## src/sv/dqu_pkg.sv

```systemverilog
package dqu_pkg;

  // Field widths of the word formats.
  localparam int DATA_W = 32;
  localparam int OP_W   = 3;
  localparam int ST_W   = 2;
  localparam int OCC_W  = 5;

  // Default number of slots in the ring.
  localparam int DEPTH_DEFAULT = 16;

  // Operation codes.
  localparam logic [OP_W-1:0] OP_PUSH_FRONT = 3'd0;
  localparam logic [OP_W-1:0] OP_PUSH_BACK  = 3'd1;
  localparam logic [OP_W-1:0] OP_POP_FRONT  = 3'd2;
  localparam logic [OP_W-1:0] OP_POP_BACK   = 3'd3;
  localparam logic [OP_W-1:0] OP_CLEAR      = 3'd4;

  // Status codes.
  localparam logic [ST_W-1:0] ST_OK    = 2'd0;
  localparam logic [ST_W-1:0] ST_EMPTY = 2'd1;
  localparam logic [ST_W-1:0] ST_FULL  = 2'd2;

  // Input word.
  typedef struct packed {
    logic [OP_W-1:0]          opcode;
    logic signed [DATA_W-1:0] push_value;
  } dqu_in_word_t;

  // Result word.
  typedef struct packed {
    logic [ST_W-1:0]          status;
    logic signed [DATA_W-1:0] popped_value;
    logic [OCC_W-1:0]         occupancy;
  } dqu_out_word_t;

  // Controller states.
  typedef enum logic [1:0] {
    S_IDLE,
    S_EXEC,
    S_LOAD
  } dqu_state_t;

  // Commands from the controller to the datapath.
  typedef struct packed {
    logic capture;
    logic exec;
    logic load;
  } dqu_cmd_t;

  // Status from the datapath to the controller.
  typedef struct packed {
    logic out_busy;
  } dqu_stat_t;

endpackage

```

## src/sv/dqu_ctrl.sv

```systemverilog
module dqu_ctrl
  import dqu_pkg::*;
(
  input  logic      clk,
  input  logic      rst_n,
  input  logic      in_valid,
  output logic      in_ready,
  input  dqu_stat_t stat,
  output dqu_cmd_t  cmd
);

  dqu_state_t state_r;
  dqu_state_t state_nxt;

  // State register.
  always_ff @(posedge clk) begin
    if (!rst_n) begin
      state_r <= S_IDLE;
    end else begin
      state_r <= state_nxt;
    end
  end

  // Next state: take a word, run it against the ring, then hand off the result.
  always_comb begin
    state_nxt = state_r;
    case (state_r)
      S_IDLE: begin
        if (in_valid) state_nxt = S_EXEC;
      end
      S_EXEC: begin
        state_nxt = S_LOAD;
      end
      S_LOAD: begin
        if (!stat.out_busy) state_nxt = S_IDLE;
      end
      default: begin
        state_nxt = S_IDLE;
      end
    endcase
  end

  // Outputs decoded from the current state.
  always_comb begin
    in_ready    = 1'b0;
    cmd.capture = 1'b0;
    cmd.exec    = 1'b0;
    cmd.load    = 1'b0;
    case (state_r)
      S_IDLE: begin
        in_ready    = 1'b1;
        cmd.capture = in_valid;
      end
      S_EXEC: begin
        cmd.exec = 1'b1;
      end
      S_LOAD: begin
        cmd.load = !stat.out_busy;
      end
      default: begin
        in_ready = 1'b0;
      end
    endcase
  end

endmodule

```

## src/sv/dqu_dp.sv

```systemverilog
module dqu_dp
  import dqu_pkg::*;
#(
  parameter int DEPTH = DEPTH_DEFAULT
)
(
  input  logic          clk,
  input  logic          rst_n,
  input  dqu_cmd_t      cmd,
  output dqu_stat_t     stat,
  input  dqu_in_word_t  in_word,
  output logic          out_valid,
  input  logic          out_ready,
  output dqu_out_word_t out_word
);

  localparam int IDX_W = (DEPTH > 1) ? $clog2(DEPTH) : 1;
  localparam int CNT_W = $clog2(DEPTH + 1);
  localparam logic [IDX_W-1:0] IDX_LAST = IDX_W'(DEPTH - 1);
  localparam logic [CNT_W-1:0] CNT_FULL = CNT_W'(DEPTH);

  // Ring index steps with wrap at the last slot.
  function automatic logic [IDX_W-1:0] idx_inc(input logic [IDX_W-1:0] i);
    return (i == IDX_LAST) ? '0 : i + 1'b1;
  endfunction

  function automatic logic [IDX_W-1:0] idx_dec(input logic [IDX_W-1:0] i);
    return (i == '0) ? IDX_LAST : i - 1'b1;
  endfunction

  logic [OP_W-1:0]   op_r;
  logic [DATA_W-1:0] val_r;
  logic [IDX_W-1:0]  front_r, front_nxt;
  logic [IDX_W-1:0]  back_r, back_nxt;
  logic [CNT_W-1:0]  count_r, count_nxt;
  logic [ST_W-1:0]   status_r, status_nxt;
  logic              pop_ok_r, pop_ok_nxt;
  logic [DATA_W-1:0] slots_r [DEPTH];
  logic [DATA_W-1:0] rd_data_r;
  logic              out_valid_r;
  dqu_out_word_t     out_word_r, out_word_nxt;

  logic              wr_en, rd_en;
  logic [IDX_W-1:0]  wr_addr, rd_addr;
  logic              is_full, is_empty;

  // Capture the accepted word.
  always_ff @(posedge clk) begin
    if (cmd.capture) begin
      op_r  <= in_word.opcode;
      val_r <= in_word.push_value;
    end
  end

  assign is_full  = (count_r == CNT_FULL);
  assign is_empty = (count_r == '0);

  // Decode the operation against the current indices and count.
  always_comb begin
    front_nxt  = front_r;
    back_nxt   = back_r;
    count_nxt  = count_r;
    status_nxt = ST_OK;
    pop_ok_nxt = 1'b0;
    wr_en      = 1'b0;
    rd_en      = 1'b0;
    wr_addr    = idx_dec(front_r);
    rd_addr    = front_r;
    case (op_r)
      OP_PUSH_FRONT: begin
        if (is_full) begin
          status_nxt = ST_FULL;
        end else begin
          front_nxt = idx_dec(front_r);
          wr_addr   = idx_dec(front_r);
          wr_en     = cmd.exec;
          count_nxt = count_r + 1'b1;
        end
      end
      OP_PUSH_BACK: begin
        if (is_full) begin
          status_nxt = ST_FULL;
        end else begin
          back_nxt  = idx_inc(back_r);
          wr_addr   = idx_inc(back_r);
          wr_en     = cmd.exec;
          count_nxt = count_r + 1'b1;
        end
      end
      OP_POP_FRONT: begin
        if (is_empty) begin
          status_nxt = ST_EMPTY;
        end else begin
          rd_addr    = front_r;
          rd_en      = cmd.exec;
          pop_ok_nxt = 1'b1;
          front_nxt  = idx_inc(front_r);
          count_nxt  = count_r - 1'b1;
        end
      end
      OP_POP_BACK: begin
        if (is_empty) begin
          status_nxt = ST_EMPTY;
        end else begin
          rd_addr    = back_r;
          rd_en      = cmd.exec;
          pop_ok_nxt = 1'b1;
          back_nxt   = idx_dec(back_r);
          count_nxt  = count_r - 1'b1;
        end
      end
      OP_CLEAR: begin
        front_nxt = '0;
        back_nxt  = IDX_LAST;
        count_nxt = '0;
      end
      default: begin
        status_nxt = ST_OK;
      end
    endcase
  end

  // Ring state, updated once per word.
  always_ff @(posedge clk) begin
    if (!rst_n) begin
      front_r <= '0;
      back_r  <= IDX_LAST;
      count_r <= '0;
    end else if (cmd.exec) begin
      front_r <= front_nxt;
      back_r  <= back_nxt;
      count_r <= count_nxt;
    end
  end

  // Per-word result flags.
  always_ff @(posedge clk) begin
    if (cmd.exec) begin
      status_r <= status_nxt;
      pop_ok_r <= pop_ok_nxt;
    end
  end

  // Slot memory with one write port and a registered read port.
  always_ff @(posedge clk) begin
    if (wr_en) begin
      slots_r[wr_addr] <= val_r;
    end
    if (rd_en) begin
      rd_data_r <= slots_r[rd_addr];
    end
  end

  // Assemble the result word.
  always_comb begin
    out_word_nxt.status       = status_r;
    out_word_nxt.popped_value = pop_ok_r ? rd_data_r : '0;
    out_word_nxt.occupancy    = OCC_W'(count_r);
  end

  // Output register holds the result until it is taken.
  always_ff @(posedge clk) begin
    if (!rst_n) begin
      out_valid_r <= 1'b0;
    end else if (cmd.load) begin
      out_valid_r <= 1'b1;
    end else if (out_ready) begin
      out_valid_r <= 1'b0;
    end
  end

  always_ff @(posedge clk) begin
    if (cmd.load) begin
      out_word_r <= out_word_nxt;
    end
  end

  assign stat.out_busy = out_valid_r && !out_ready;
  assign out_valid     = out_valid_r;
  assign out_word      = out_word_r;

endmodule

```

## src/sv/double_ended_queue_unit.sv

```systemverilog
// Each word is captured, then run against the ring, then its result is loaded
// into the output register; a new word is taken only after that load.
// The registered read port of the slot memory sets the ring access step.
// A stalled result holds the load step until the output register is free.
// Reset: synchronous, active low; the queue comes up empty with the front index
// at zero and the back index at DEPTH-1. Slot contents are not cleared.
module double_ended_queue_unit
  import dqu_pkg::*;
#(
  parameter int DEPTH = DEPTH_DEFAULT
)
(
  input  logic          clk,
  input  logic          rst_n,
  input  logic          in_valid,
  output logic          in_ready,
  input  dqu_in_word_t  in_word,
  output logic          out_valid,
  input  logic          out_ready,
  output dqu_out_word_t out_word
);

  dqu_cmd_t  cmd;
  dqu_stat_t stat;

  // Sequencing of each word.
  dqu_ctrl u_ctrl (
    .clk      (clk),
    .rst_n    (rst_n),
    .in_valid (in_valid),
    .in_ready (in_ready),
    .stat     (stat),
    .cmd      (cmd)
  );

  // Ring indices, count, slot memory and output register.
  dqu_dp #(
    .DEPTH (DEPTH)
  ) u_dp (
    .clk       (clk),
    .rst_n     (rst_n),
    .cmd       (cmd),
    .stat      (stat),
    .in_word   (in_word),
    .out_valid (out_valid),
    .out_ready (out_ready),
    .out_word  (out_word)
  );

endmodule

```

## config.mk

```make
export PLATFORM = sky130hd
export DESIGN_NAME = double_ended_queue_unit
export DESIGN_NICKNAME = d
export VERILOG_FILES = /design/src/sv/dqu_pkg.sv /design/src/sv/dqu_ctrl.sv /design/src/sv/dqu_dp.sv /design/src/sv/double_ended_queue_unit.sv
export SDC_FILE = /design/constraint.sdc
export NUM_CORES = 1
export LEC_CHECK = 0
export ABC_AREA = 0
export BUFFER_PORTS_ARGS = -buffer_cell sky130_fd_sc_hd__buf_2
export CORE_MARGIN = 2
export CORE_UTILIZATION = 69
export CTS_BUF_LIST = sky130_fd_sc_hd__clkbuf_8
export CTS_CLUSTER_SIZE = 14
export DETAILED_ROUTE_END_ITERATION = 7
export PLACE_DENSITY = 0.87
export SYNTH_ARGS = -nofsm -noshare
export SYNTH_HDL_FRONTEND = slang
export SYNTH_SLANG_ARGS = --single-unit
```

## constraint.sdc

```tcl
create_clock -name clk -period 9.8 [get_ports clk]
set_clock_uncertainty 0.05 [all_clocks]
set_input_delay 0.49 -clock clk [delete_from_list [all_inputs] [get_ports clk]]
set_output_delay 0.49 -clock clk [all_outputs]
set_load 0.02 [all_outputs]
```

### After elaboration in Yosys (flattened, before gate mapping)

Memories as Yosys holds them, arrays and structs flattened. A register that Yosys moved wholly into a read port is not among the register bits.
Index checks and enable logic that the tools add are counted.

| storage, ports and cells | value |
|---|---|
| register bits | 93 |
| word-level logic and storage cells | 90 |
| output and inout bits | 41 |
| memories kept | 1 |
| memory bits (writable) | 512 |

Memories:

| name | words | bits a word | read ports | clocked after Yosys merged registers in | wr ports | RTL line | text |
|---|---|---|---|---|---|---|---|
| u_dp.slots_r | 16 | 32 | 1 | 1 | 1 | dqu_dp.sv:38 | `logic [DATA_W-1:0] slots_r [DEPTH];` |

| operators by class | value |
|---|---|
| reductions and logical operators | 18 |
| muxes and demuxes | 36 |
| equality and inequality tests | 17 |
| add/subtract/negate cells | 6 |

Operator list:

| operator | number |
|---|---|
| 4-bit 2-to-1 mux | 12 |
| 4-bit case mux with 3 select lines | 2 |
| 2-bit != test (second input constant) | 8 |
| 5-bit case mux with 3 select lines | 1 |
| 1-bit 2-to-1 mux | 14 |
| 4-bit AND reduction | 3 |
| 5-bit 2-to-1 mux | 2 |
| 3-bit nonzero test | 3 |
| 4-bit by 1-bit adder with 4-bit output (second input constant) | 2 |
| 4-bit == test (second input constant) | 2 |
| 4-bit logical NOT | 2 |
| 4-bit by 1-bit subtractor with 4-bit output (second input constant) | 2 |
| 3-bit by 2-bit == test with 1-bit output (second input constant) | 2 |
| 2-bit 2-to-1 mux | 3 |
| 2-bit case mux with 3 select lines | 1 |
| 5-bit by 1-bit adder with 5-bit output (second input constant) | 1 |
| 5-bit == test (second input constant) | 1 |
| 5-bit logical NOT | 1 |
| 5-bit by 1-bit subtractor with 5-bit output (second input constant) | 1 |
| 2-bit case mux with 2 select lines | 1 |
| 2-bit OR reduction | 2 |
| 3-bit by 1-bit == test with 1-bit output (second input constant) | 1 |
| 3-bit == test (second input constant) | 1 |
| 3-bit logical NOT | 1 |
| 7 further kinds | 8 |

### Longest topological paths before layout

| depth | value |
|---|---|
| word-level depth | 6 |
| mapped depth | 10 |
| gate-level depth less buffers | 9 |

### By module

Synthesis repeated with hierarchy kept, for this count alone.

| second synthesis, totals | value |
|---|---|
| cell total of the unflattened synthesis | 1335 |
| area total of the unflattened synthesis | 24247.0 um^2 |

Modules (own cells, without submodules):

| module | cells each | area an instance (um^2) | times used |
|---|---|---|---|
| dqu_dp | 1325 | 24153.2 | 1 |
| dqu_ctrl | 10 | 93.8 | 1 |

### Worst setup path before layout

OpenSTA, ideal clock, no wires.

| timing path | value |
|---|---|
| path kind | reg-to-reg |
| start point | register u_dp.op_r[2] |
| end point | memory u_dp.slots_r[4][0] (enable) |
| stages on the path, launching flop included | 7 |
| period minus slack after synthesis | 3.633 ns |
| path slack | 6.167 ns |
| arrival | 3.162 ns |
| buffers on the path | 1 |
| setup time | 0.421 ns |
| path through | edfxtp_1 -> clkbuf_1 -> nand2b_1 -> a211oi_1 -> mux2i_1 -> nand2_1 -> nor2_1 |

| on the way | value |
|---|---|
| word-level cells in the longest chain between the ends | 5 |
| elaborated cells between the ends (all ways) | 7 |
| those cells by class | eq/ne (1); mux (4); reduce/logical (2) |

Ends and longest elaborated chain:

| element | RTL line | text |
|---|---|---|
| start: declaration | dqu_dp.sv:31 | `logic [OP_W-1:0] op_r;` |
| start signal: assignment | dqu_dp.sv:50 | `op_r <= in_word.opcode;` |
| 3-bit by 1-bit == test with 1-bit output or 3-bit logical NOT (tied branches) | -- |  |
| 2-bit OR reduction (no line) | -- |  |
| 1-bit 2-to-1 mux | -- |  |
| 1-bit 2-to-1 mux | dqu_dp.sv:146 | `if (wr_en) begin` |
| 1-bit 2-to-1 mux (not written as such) | dqu_dp.sv:147 | `slots_r[wr_addr] <= val_r;` |
| end: declaration | dqu_dp.sv:38 |  |

Parallel ways exist; a longest one is shown, timed or not.

### Final worst setup path

| timing path | value |
|---|---|
| start point | register u_dp.count_r[0] |
| end point | register u_dp.rd_data_r[11] (read register of u_dp.slots_r), data pin |

| on the way | value |
|---|---|
| word-level cells in the longest chain between the ends | 3 |
| elaborated cells between the ends (all ways) | 5 |
| those cells by class | mux (4); reduce/logical (1) |

Ends and longest elaborated chain:

| element | RTL line | text |
|---|---|---|
| start: declaration | dqu_dp.sv:35 | `logic [CNT_W-1:0] count_r, count_nxt;` |
| start signal: assignment | dqu_dp.sv:132 | `count_r <= count_nxt;` |
| 5-bit logical NOT (*) | dqu_dp.sv:56 | `assign is_empty = (count_r == '0);` |
| 4-bit 2-to-1 mux or 1-bit 2-to-1 mux (tied branches) | dqu_dp.sv:102, dqu_dp.sv:91 |  |
| 4-bit 2-to-1 mux or 1-bit 2-to-1 mux (tied branches) | -- |  |
| end: declaration | dqu_dp.sv:39 | `logic [DATA_W-1:0] rd_data_r;` |

Every way passes the cells marked *; elsewhere a longest branch is shown, timed or not.
A chain may end at the register's enable or synchronous reset.

==> impl_metrics.toml <==
[flow_run]
maxCapViolations = 0

[setup_path]
startpoint = "u_dp.count_r[0]"
r2r_cells = 8
crit_path_start_kind = "flop"
worstSetupPathDepth = 8
criticalPathCategory = "flop to flop"
endpoint_kind = "flop"
arrival_ns = 5.45
path_delay_family = "buffers and inverters"
path_buf_inv = 2
path_max_fanout = 71
regToRegSetupSlack_ns = 4.68
worst_path_max_delay_cell = "buf_4"
max_stage_delay_ns = 1.01
cp.required_ns = 10.13
timing.rr.start = "u_dp.count_r[0]"
r2r_end = "u_dp.rd_data_r[11]"
path_cells = "or4_1 -> o21ai_4 -> mux2i_4 -> buf_4 -> buf_4 -> mux2i_1 -> o22ai_1 -> or4_1"

[synth]
syn_nets = 1384
yosysTopAreaCell = "edfxtp_1"
synth.area.top_cells = "edfxtp_1 (77%), mux2i_1 (11%), o22ai_1 (3.4%), dfxtp_1 (1.3%), or4_1 (1.0%)"
synthArstFlopShare_pct = 0
synthesis.area_sq_um = 24200
yosysTopAreaCellShare_pct = 77.0
syn_inst = 1336
ys_seq_area_share_pct = 78.3
synth_ff_type = "edfxtp_1"
syn_area_per_cell_sq_um = 18.1
synth_common_cells = "edfxtp_1 (621), mux2i_1 (262), o22ai_1 (130)"
ys_ff_latch = 637
yosysMostFrequentCell = "edfxtp_1"
ys_types = 48
synth-edff-count = 621
yosysWarnings = 0

[timing]
setup_viol = 0
worst_slack_ns = 4.68
period_share_pct = 52.3
hold_viol = 0
rsz0062_at_grt = "false"
clock.fmax_ghz = 0.195
drv_slew = 0
min_period_ns = 5.12
worst_pin_slew_ns = 1.21
maxSlewHeadroom_pct = 19.6
finalSetupTns_ns = 0

[routing]
vias_per_cell = 6.54
dr.pass1.iters = 6
drt_iter0_drc = 1530
drc = 0
drt_wl_total_um = 54100
avgRoutedWirePerCell_um = 26.6
vias = 13300
ant_nets = 0

[cells_and_area]
syn2layout_area_growth_pct = 13.2
multi_input_area_sq_um = 5210
seqCellArea_sq_um = 19000
finalNetCount = 1557
drive_above_1_share_pct = 16.4
finalCoreUtilization_pct = 79.4
fillers = 1710
num_antenna_cells = 0
design_area_sq_um = 27400

[placed_design]
io_buffer_count = 79
gp_routability_congestion = 0.813
hpwl_um = 26600
placed_area_sq_um = 25400
dpl_worst_slack_ns = 4.76

[floorplan]
initial_utilization_pct = 70.1
placementRows = 68
dieArea_sq_um = 36600
core-area_sq_um = 34500
chipWidth_um = 191
die_y_um = 191
ios = 80

[clock_tree]
cts_setup_buffers = 0
numCtsBuffers = 93
cts_tree = "built"
clockBufferDepth = 3
cts-root-buf = "clkbuf_8"
htreeDepth = 3
clock-sinks = 637
clk_latency_ns = 0.65
clkTransAtPathRegs_ns = 0.06

[grt]
antenna_found_initial = 0
grt_max_degree = 151
track_usage_pct = 30.0
grt_overflow = 0
grt_pass1_vias = 13300
grt_pass1_wl_um = 78700

[pwr]
p_sw_mw = 1.12
powerDensity_nw_per_um2 = 189
combPwrFrac_pct = 3.7
ir_drop_v = 0.000130
swShare_pct = 21.7
clkPwrFrac_pct = 37.1
p_leak_nw = 10.8
internal_power_mw = 4.05
seq_power_share_pct = 59.2
design_power_total_mw = 5.18

[worst_hold_path]
min_path_type = "input pin to flop"
hold_depth = 2
whs_endpoint = "u_ctrl.state_r[0]"
min-delay-start = "in_valid"

[outcome]
status = "completed"
-- through the flow --
step           hold WS (ns)  cells
2_1_floorplan         0.350   1336
3_3_place_gp          0.350   1834
3_5_place_dp          0.356   1834
4_1_cts             0.00674   2036
5_1_grt              0.0278   2036
6_report             0.0331   2036
-- worst register-to-register path: stages (launching register included) --
cell and delay, ns:
dfxtp_1 0.37, or4_1 0.70, o21ai_4 0.69, mux2i_4 0.38
buf_4 0.56, buf_4 1.03, mux2i_1 0.37, o22ai_1 0.13
or4_1 0.56
-- how the worst max path moves through the flow --
stage / end / slack (ns)
after global routing: u_dp.rd_data_r[7] / 4.54
after CTS: u_dp.rd_data_r[6] / 4.74
after global placement: u_dp.rd_data_r[8] / 4.97
final: u_dp.rd_data_r[11] / 4.68
after detailed placement: u_dp.rd_data_r[6] / 4.76
after floorplan: u_dp.slots_r[4][0] / 6.17
-- state kept, by name (all words and copies together), names as in the netlist, 3 cells and up --
name,cells
u_dp.front_r,4
u_dp.val_r,32
u_dp.count_r,5
u_dp.back_r,4
u_dp.rd_data_r,32
u_dp.op_r,3
u_dp.slots_r,512
u_dp.out_word,39
-- metal layers --
metal,global-route usage [%],wire (um)
met4,15.1,2000
met1,39.1,19700
met5,0,0
met2,48.8,26900
met3,6.04,5530
-- repair_timing --
action | CTS | global route
hold endpoints to repair | 35 | 0
hold buffers | 35 | 0
resized for setup | 0 | 0
-- cell usage in the layout, fill, tap and decap left out, drive strengths merged, types with 3 or more instances in the layout --
cell / count
edfxtp: 621
clkbuf: 95
nor2b: 9
nand2: 17
nor2: 28
buf: 111
clkinv: 35
dlygate4sd3: 35
mux2: 3
or4: 33
and2: 35
mux2i: 262
o211ai: 3
inv: 42
ha: 8
or2: 3
o22ai: 130
nor4: 8
a21oi: 13
nor3: 5
o21ai: 10
dfxtp: 16
a31oi: 9
a22oi: 5
xnor2: 3
nand2b: 8
a41oi: 3
-- cell families after synthesis --
kind of cell               count (synthesis)  share of synthesized area, %
xor gates and xnor gates                   5                         0.181
DFF                                      637                          78.3
buffers and inverters                     77                          1.34
and+or+nand+nor                          155                          3.71
muxes                                    265                          11.0
adders and majority gates                  9                         0.496
AOI/OAI and AO/OA                        188                          5.03
-- power groups by stage --
stage | clock, mW | sequential (mW) | combinational (mW)
finish | 1.92 | 3.06 | 0.194
global route | 2.04 | 3.07 | 0.205
CTS | 1.93 | 3.06 | 0.191
detailed placement | 0 | 3.12 | 0.179
global placement | 0 | 3.11 | 0.172
floorplan | 0 | 3.11 | 0.118
-- area by class of cell --
cell class                 count  area share, %
clock buffer                  95           4.77
clock inverter                72           1.30
inverter                       9          0.123
timing repair buffer         146           3.64
sequential                   637           69.1
multi-input combinational    622           19.0
tap                          455           2.07
Note: power is estimated with default switching activity, not from simulation.
